File: src/rtl/srrc_pkg.sv
`default_nettype none
package srrc_pkg;

  localparam int DataW = 32;
  localparam int OfsW  = 8;
  localparam int PortW = 2;

  // Register byte offsets
  localparam logic [OfsW-1:0] OFS_AGGREGATE = 8'h00;
  localparam logic [OfsW-1:0] OFS_ID        = 8'h04;
  localparam logic [OfsW-1:0] OFS_CONTROL   = 8'h08;
  localparam logic [OfsW-1:0] OFS_STATUS    = 8'h0C;

  // Beat kinds
  localparam logic ACT_BUS  = 1'b0;
  localparam logic ACT_RESP = 1'b1;

  // Highest id usable as a direct port select
  localparam logic [DataW-1:0] DIRECT_ID_MAX = 32'd3;
  localparam logic [DataW-1:0] AGGR_DIRECT   = 32'd1;

  typedef struct packed {
    logic             action;
    logic             write;
    logic [OfsW-1:0]  reg_offset;
    logic [DataW-1:0] write_data;
    logic [PortW-1:0] resp_port;
    logic             resp_wake;
    logic             resp_error;
  } cmd_t;

  typedef struct packed {
    logic [DataW-1:0] read_data;
    logic             access_fault;
    logic             request_valid;
    logic [PortW-1:0] request_port;
    logic [DataW-1:0] request_aggregate;
    logic [DataW-1:0] request_target;
    logic             done_interrupt;
  } rsp_t;

endpackage
`default_nettype wire

File: src/rtl/sync_request_register_controller_core.sv
`default_nettype none
// Sync request register controller.
// Command channel (cmd_valid / cmd_stall / cmd): one beat is either a bus
// access to the aggregate (0x00), id (0x04), control (0x08) or status (0x0C)
// register, or a response arriving from one of the four sync ports.
// Result channel (rsp_valid / rsp_stall / rsp): exactly one beat per command,
// in order, carrying read data, fault, any issued sync request and the
// completion interrupt pulse.
// Pipeline: a command passes through the input register, then the result
// register. Throughput: one command per cycle while the receiver does not
// stall; the controller state updates in the single cycle the beat moves
// from the input register into the result register.
// Reset (rst, synchronous): aggregate, id and status flags clear, both
// pipeline registers empty.
// Receiver stall: the result register holds; the input register keeps
// accepting until it is also full, from then cmd_stall follows rsp_stall
// in the same cycle.
module sync_request_register_controller_core (
  input  wire            clk,
  input  wire            rst,
  input  wire            cmd_valid,
  output logic           cmd_stall,
  input  srrc_pkg::cmd_t cmd,
  output logic           rsp_valid,
  input  wire            rsp_stall,
  output srrc_pkg::rsp_t rsp
);
  import srrc_pkg::*;

  logic  s1_valid;
  cmd_t  s1_cmd;
  rsp_t  s1_res;
  logic  out_free;
  logic  adv;

  // beat moves on when the result register has room
  assign adv       = s1_valid && out_free;
  assign cmd_stall = s1_valid && !out_free;

  always_ff @(posedge clk) begin
    if (rst) begin
      s1_valid <= 1'b0;
    end else if (!cmd_stall) begin
      s1_valid <= cmd_valid;
    end
  end

  always_ff @(posedge clk) begin
    if (cmd_valid && !cmd_stall) begin
      s1_cmd <= cmd;
    end
  end

  srrc_regfile u_regfile (
    .clk  (clk),
    .rst  (rst),
    .adv  (adv),
    .item (s1_cmd),
    .res  (s1_res)
  );

  srrc_out_reg u_out_reg (
    .clk       (clk),
    .rst       (rst),
    .load      (s1_valid),
    .res       (s1_res),
    .rsp_stall (rsp_stall),
    .rsp_valid (rsp_valid),
    .rsp       (rsp),
    .free      (out_free)
  );

  a_s1_hold: assert property (@(posedge clk) disable iff (rst)
    s1_valid && !adv |=> s1_valid && $stable(s1_cmd))
    else $error("input register lost a beat");

  a_adv_fills_out: assert property (@(posedge clk) disable iff (rst)
    adv |=> rsp_valid)
    else $error("advanced beat missing at output");

  a_stall_only_full: assert property (@(posedge clk) disable iff (rst)
    cmd_stall |-> s1_valid && rsp_valid && rsp_stall)
    else $error("stall without full pipeline");

endmodule
`default_nettype wire

File: src/rtl/srrc_regfile.sv
`default_nettype none
module srrc_regfile (
  input  wire            clk,
  input  wire            rst,
  input  wire            adv,
  input  srrc_pkg::cmd_t item,
  output srrc_pkg::rsp_t res
);
  import srrc_pkg::*;

  logic [DataW-1:0] aggregate_word, aggregate_word_next;
  logic [DataW-1:0] target_word, target_word_next;
  logic             busy, busy_next;
  logic             error_flag, error_flag_next;
  logic             done, done_next;
  logic             direct;
  logic             dir_ok;
  logic [PortW-1:0] port_sel;

  assign direct   = (aggregate_word == AGGR_DIRECT);
  assign dir_ok   = !direct || (target_word <= DIRECT_ID_MAX);
  assign port_sel = direct ? target_word[PortW-1:0] : {1'b0, target_word[0]};

  always_comb begin
    aggregate_word_next = aggregate_word;
    target_word_next    = target_word;
    busy_next           = busy;
    error_flag_next     = error_flag;
    done_next           = done;
    res                 = '0;
    if (item.action == ACT_RESP) begin
      if (item.resp_error) begin
        busy_next       = 1'b0;
        error_flag_next = 1'b1;
        done_next       = 1'b1;
      end else if (item.resp_wake) begin
        busy_next          = 1'b0;
        error_flag_next    = 1'b0;
        done_next          = 1'b1;
        res.done_interrupt = 1'b1;
      end
    end else begin
      case (item.reg_offset)
        OFS_AGGREGATE: begin
          if (!item.write) res.read_data = aggregate_word;
          else if (!busy) aggregate_word_next = item.write_data;
        end
        OFS_ID: begin
          if (!item.write) res.read_data = target_word;
          else if (!busy) target_word_next = item.write_data;
        end
        OFS_CONTROL: begin
          // writes while busy are dropped silently
          if (item.write && !busy) begin
            if (dir_ok) begin
              res.request_valid     = 1'b1;
              res.request_port      = port_sel;
              res.request_aggregate = aggregate_word;
              res.request_target    = target_word;
              busy_next             = 1'b1;
              error_flag_next       = 1'b0;
              done_next             = 1'b0;
            end else begin
              res.access_fault = 1'b1;
            end
          end
        end
        OFS_STATUS: begin
          if (item.write) res.access_fault = 1'b1;
          else res.read_data = {{(DataW-3){1'b0}}, busy, error_flag, done};
        end
        default: begin
          res.access_fault = 1'b1;
        end
      endcase
    end
  end

  always_ff @(posedge clk) begin
    if (rst) begin
      aggregate_word <= '0;
      target_word    <= '0;
      busy           <= 1'b0;
      error_flag     <= 1'b0;
      done           <= 1'b0;
    end else if (adv) begin
      aggregate_word <= aggregate_word_next;
      target_word    <= target_word_next;
      busy           <= busy_next;
      error_flag     <= error_flag_next;
      done           <= done_next;
    end
  end

  a_req_sets_busy: assert property (@(posedge clk) disable iff (rst)
    adv && res.request_valid |=> busy && !done && !error_flag)
    else $error("request did not set busy");

  a_wake_done: assert property (@(posedge clk) disable iff (rst)
    adv && res.done_interrupt |=> !busy && done && !error_flag)
    else $error("wake did not complete request");

  a_req_only_idle: assert property (@(posedge clk) disable iff (rst)
    res.request_valid |-> !busy && !res.access_fault)
    else $error("request issued while busy or with fault");

  a_state_hold: assert property (@(posedge clk) disable iff (rst)
    !adv |=> $stable(aggregate_word) && $stable(target_word) && $stable(busy))
    else $error("state changed without an item");

endmodule
`default_nettype wire

File: src/rtl/srrc_out_reg.sv
`default_nettype none
module srrc_out_reg (
  input  wire            clk,
  input  wire            rst,
  input  wire            load,
  input  srrc_pkg::rsp_t res,
  input  wire            rsp_stall,
  output logic           rsp_valid,
  output srrc_pkg::rsp_t rsp,
  output logic           free
);
  import srrc_pkg::*;

  // register can take a new beat when empty or being drained
  assign free = !rsp_valid || !rsp_stall;

  always_ff @(posedge clk) begin
    if (rst) begin
      rsp_valid <= 1'b0;
    end else if (free) begin
      rsp_valid <= load;
    end
  end

  always_ff @(posedge clk) begin
    if (load && free) begin
      rsp <= res;
    end
  end

endmodule
`default_nettype wire

File: config.mk
export PLATFORM = sky130hd
export DESIGN_NAME = sync_request_register_controller_core
export DESIGN_NICKNAME = d
export VERILOG_FILES = /design/src/rtl/srrc_pkg.sv /design/src/rtl/sync_request_register_controller_core.sv /design/src/rtl/srrc_regfile.sv /design/src/rtl/srrc_out_reg.sv
export SDC_FILE = /design/constraint.sdc
export NUM_CORES = 1
export LEC_CHECK = 0
export BUFFER_PORTS_ARGS = -buffer_cell sky130_fd_sc_hd__buf_2
export CAP_MARGIN = 15
export CORE_MARGIN = 2
export CORE_UTILIZATION = 30
export CTS_CLUSTER_DIAMETER = 60
export CTS_CLUSTER_SIZE = 30
export DETAILED_ROUTE_END_ITERATION = 6
export PLACE_DENSITY_LB_ADDON = 0.3
export SYNTH_ARGS = -nofsm -noshare
export SYNTH_HDL_FRONTEND = slang
export SYNTH_SLANG_ARGS = --single-unit
export TNS_END_PERCENT = 10
File: constraint.sdc
create_clock -name clk -period 21.6 [get_ports clk]
set_clock_uncertainty 0.1 [all_clocks]
set_input_delay 2.16 -clock clk [delete_from_list [all_inputs] [get_ports clk]]
set_output_delay 2.16 -clock clk [all_outputs]
set_load 0.03 [all_outputs]
### Yosys cells after proc, flatten, opt, wreduce, memory -nomap -nowiden

Cells that the tools add are included.
Widths: inputs -> output; s select.

| word-level totals | value |
|---|---|
| output and inout bits | 103 |
| logic and storage cells | 82 |
| flip-flop bits (word level) | 214 |

| cells by class | value |
|---|---|
| magnitude comparators | 1 |
| bitwise logic cells | 6 |
| equality and inequality tests | 5 |
| mux-type cells | 25 |
| reduce and logical (&&, ||, !) cells | 24 |

Operators by type and width:

| operator | number |
|---|---|
| $pmux 32 s3 | 1 |
| $mux 68 | 1 |
| $mux 67 | 1 |
| $mux 32 | 2 |
| $eq 32x1->1 const B | 1 |
| $le 32x2->1 const B | 1 |
| $mux 1 | 17 |
| $eq 8x4->1 const B | 2 |
| $reduce_and 5->1 | 3 |
| $eq 8x3->1 const B | 1 |
| $logic_not 8->1 | 1 |
| $logic_not 1->1 | 6 |
| $not 1->1 | 6 |
| $reduce_bool 2->1 | 3 |
| $reduce_or 5->1 | 1 |
| $logic_and 1x1->1 | 4 |
| $reduce_or 2->1 | 2 |
| $reduce_or 4->1 | 1 |
| $mux 3 | 1 |
| $ne 3x3->1 const B | 1 |
| $pmux 1 s3 | 1 |
| $reduce_or 3->1 | 1 |
| $logic_or 1x1->1 | 2 |
| $mux 2 | 1 |

### Logic depth before layout (Yosys ltp)

| logic depth | value |
|---|---|
| word-level depth | 7 |
| mapped depth | 8 |

### Hierarchy

From an unflattened synthesis, not the netlist that was laid out.

| unflattened totals | value |
|---|---|
| cell total of the unflattened synthesis | 619 |
| area total of the unflattened synthesis | 8589.5 um2 |

Modules (own cells, without submodules):

| module | area an instance (um2) | cells each | times used |
|---|---|---|---|
| srrc_regfile | 4080.2 | 462 | 1 |
| srrc_out_reg | 3071.7 | 106 | 1 |
| sync_request_register_controller_core | 1437.6 | 51 | 1 |

### Least setup slack after synthesis

OpenSTA, ideal clock, no wires.

| timing path | value |
|---|---|
| kind | input -> register |
| from | in rsp_stall |
| to | reg u_regfile.target_word[16] |
| arrival time | 8673 ps |
| buffers on the path | 2 |
| setup slack | 12695 ps |
| cell stages on the path | 7 |
| cell sequence | a21boi_1 nand3_1 or3_1 clkbuf_1 buf_2 nand2_1 a21oi_1 |

| between the ends | value |
|---|---|
| word-level cells in the longest chain between the ends | 4 |

RTL lines:

| item | line | text |
|---|---|---|
| start, declared | sync_request_register_controller_core.sv:25 | `input wire rsp_stall,` |
| $logic_not 1->1 | srrc_out_reg.sv:15 | `assign free = !rsp_valid \|\| !rsp_stall;` |
| $logic_or 1x1->1 | srrc_out_reg.sv:15 |  |
| $logic_and 1x1->1 | sync_request_register_controller_core.sv:37 | `assign adv = s1_valid && out_free;` |
| $reduce_and 5->1 (no source line) | n/a |  |
| end signal, assigned | srrc_regfile.sv:88 | `target_word <= target_word_next;` |
| end, declared | srrc_regfile.sv:12 | `logic [DataW-1:0] target_word, target_word_next;` |

No other way between the ends.
A chain may end at the register's enable or synchronous reset.

### Worst setup path in the final report

| timing path | value |
|---|---|
| from | in rsp_stall |
| to | out cmd_stall |

| between the ends | value |
|---|---|
| word-level cells in the longest chain between the ends | 4 |

RTL lines:

| item | line | text |
|---|---|---|
| $logic_not 1->1 | srrc_out_reg.sv:15 |  |
| $logic_or 1x1->1 | srrc_out_reg.sv:15 |  |
| $logic_not 1->1 | sync_request_register_controller_core.sv:38 | `assign cmd_stall = s1_valid && !out_free;` |
| $logic_and 1x1->1 | sync_request_register_controller_core.sv:38 |  |
| end, declared | sync_request_register_controller_core.sv:22 | `output logic cmd_stall,` |

No other way between the ends.

==> impl_metrics.toml <==
[floorplan]
fp-row-count = 59
die-height_um = 167
die_area_um2 = 27900
coreArea_um2 = 26100
start_util_pct = 30.6
die_w_um = 167
num_io_pins = 153

[cts]
cts_made_buffers = 21
ctsResizeCount = 0
cts_max_level = 1
ctsHoldBuffers = 0
clk_pin_slew_worst_paths_ns = 0.08
cts_root_buffer = "clkbuf_16"
cts_max_path_buffers = 3
post_cts_buffers = 0
cts_tree = "yes"
clk_latency_ns = 0.51
cts.sinks = 213

[critical_path]
crit_type = "input port to primary output"
cp-end-kind = "primary output"
critPathMaxFanout = 3
required_ns = 19.34
cp.arrival_ns = 2.76
cp-start-kind = "input port"
reg2reg_slack_ns = 18.70

[final_layout]
nets = 846
area_growth_pct = 22.8
layout-drive-gt1-share_pct = 26.0

[logic_synthesis]
yosysWarnings = 0
ys.flop_type = "edfxtp_1"
synth-seq-cells = 213
yosys.area.top_type = "edfxtp_1"
async_flop_share_pct = 0
synthDominantCellAreaShare_pct = 54.2
synth_common_cells = "edfxtp_1 (144), nand2_1 (134), dfxtp_1 (69)"
synth_most_common_cell = "edfxtp_1"
synthCells = 653
yosysUniqueCellTypes = 35
mappedNetlistNets = 703
syn_area_um2 = 7970
yosys-top-cells-area = "edfxtp_1 (54%), dfxtp_1 (17%), nand2_1 (6.3%)"
avgSynthCellArea_um2 = 12.2
synth_edf_count = 144
yosysSeqAreaShare_pct = 71.6

[place]
dp_hpwl_um = 13300
port_buffers = 150
gp_congestion = 0.786

[timing]
fin_crit_ns = 5.02
hold_ws_ns = 0.382
fin_tns_setup_ns = 0
tightest_slew_ns = 1.09
post-route-period-util_pct = 23.2
finalHoldViolations = 0
rsz0062_at_grt = "no"
setup_viol = 0
max_slew_margin_pct = 27.2
timing.fmax_ghz = 0.199
slew_violations = 0

[power]
leakage_nw = 3.35
power_density_nw_per_um2 = 91.9
ir_drop_mv = 0.0484

[global_route]
antenna_found_initial = 2
gr-total-overflow = 0
grt_usage_pct = 14.4
grt_pass1_wl_um = 31100
grt_max_degree = 69
first_global_vias = 5280

[route]
wire_per_inst_um = 17.9
firstDrtPassIters = 5
wl_um = 20500
drtIter0Drc = 465
ant_nets = 0
drcViolationCount = 0
vias = 5297
vias_per_cell = 4.61

[hold_path]
hold_path.class = "register to register"

[flow_run]
maxCapViolations = 0

[outcome]
status = "finished, final reports clean"
## routing by layer
| metal | GRT usage [%] | share of wire [%] |
|---|---|---|
| met1 | 19.6 | 45 |
| met5 | 0 | 0 |
| met2 | 23.8 | 47 |
| met3 | 2.33 | 4.9 |
| met4 | 4.20 | 2.6 |
## power by group
part           internal (W)  leakage [nW]  switching, W
combinational     0.0000113          1.13     0.0000348
sequential         0.000450          1.86    0.00000605
clock              0.000224         0.363      0.000174
total              0.000685          3.35      0.000215
## path summary, 6_finish.rpt
path                       startpoint  cells past startpoint                        to
max                         rsp_stall                      3                 cmd_stall
min reg2reg  u_regfile.target_word[0]                      2  u_regfile.target_word[0]
min          u_regfile.target_word[0]                      2  u_regfile.target_word[0]
max reg2reg                s1_cmd[37]                      5         u_out_reg.rsp[54]
## worst max-delay path, stage by stage
cell and delay [ns]:
buf_2 0.12, and3_1 0.25, buf_2 0.23
## registers in the layout, summed over array words and instances (netlist names)
signal and count:
u_out_reg.rsp 100, s1_valid 1, u_regfile.done 1, u_regfile.error_flag 1, u_out_reg.rsp_valid 1, u_regfile.busy 1
s1_cmd 44, u_regfile.aggregate_word 32, u_regfile.target_word 32
## stage by stage
stage               power [W]  utilization (%)  setup slack, ns  std cells  instance area, um2
CTS                  0.000911             37.5            16.58       1146                9780
floorplan            0.000494                -            12.70        653                7970
global placement     0.000511             34.7            16.59       1108                9040
global route         0.000928             37.6            16.55       1148                9790
detailed placement   0.000512             34.7            16.58       1108                9040
finish               0.000900             37.6            16.58       1148                9790
## layout by cell type (no fill, tap or decap), types with 2 or more instances in the layout
| master | n |
|---|---|
| diode_2 | 2 |
| or3_1 | 2 |
| nor4b_1 | 2 |
| and3_1 | 2 |
| a21oi_1 | 67 |
| nor2_1 | 41 |
| nand2b_1 | 4 |
| nand4_1 | 5 |
| inv_12 | 2 |
| dfxtp_1 | 69 |
| o21ai_0 | 2 |
| nand2_1 | 134 |
| nand3_1 | 2 |
| and2_1 | 64 |
| clkinvlp_4 | 2 |
| edfxtp_1 | 144 |
| mux2_2 | 3 |
| nor3_1 | 3 |
| buf_2 | 150 |
| clkbuf_16 | 21 |
| clkinv_2 | 2 |
| bufinv_16 | 3 |
| buf_4 | 11 |
| inv_1 | 2 |
| nor4_1 | 17 |
| inv_6 | 6 |
| inv_8 | 2 |
| a22oi_1 | 32 |
## cell type report
| class | count | area, um2 |
|---|---|---|
| fill | 2600 | 16300 |
| sequential | 213 | 5710 |
| multi-input combinational | 397 | 2070 |
| timing repair buffer | 161 | 833 |
| clock buffer | 21 | 526 |
| tap | 335 | 419 |
| clock inverter | 17 | 223 |
| inverter | 2 | 7.51 |
| antenna | 2 | 5.00 |
## cell families after synthesis
group | count (synthesis) | synth area share [%]
compound gates | 108 | 8.04
buf+inv | 43 | 2.86
mux | 3 | 0.424
flops | 213 | 71.6
simple gates | 286 | 17.1
(Power assumes the default switching activity.)
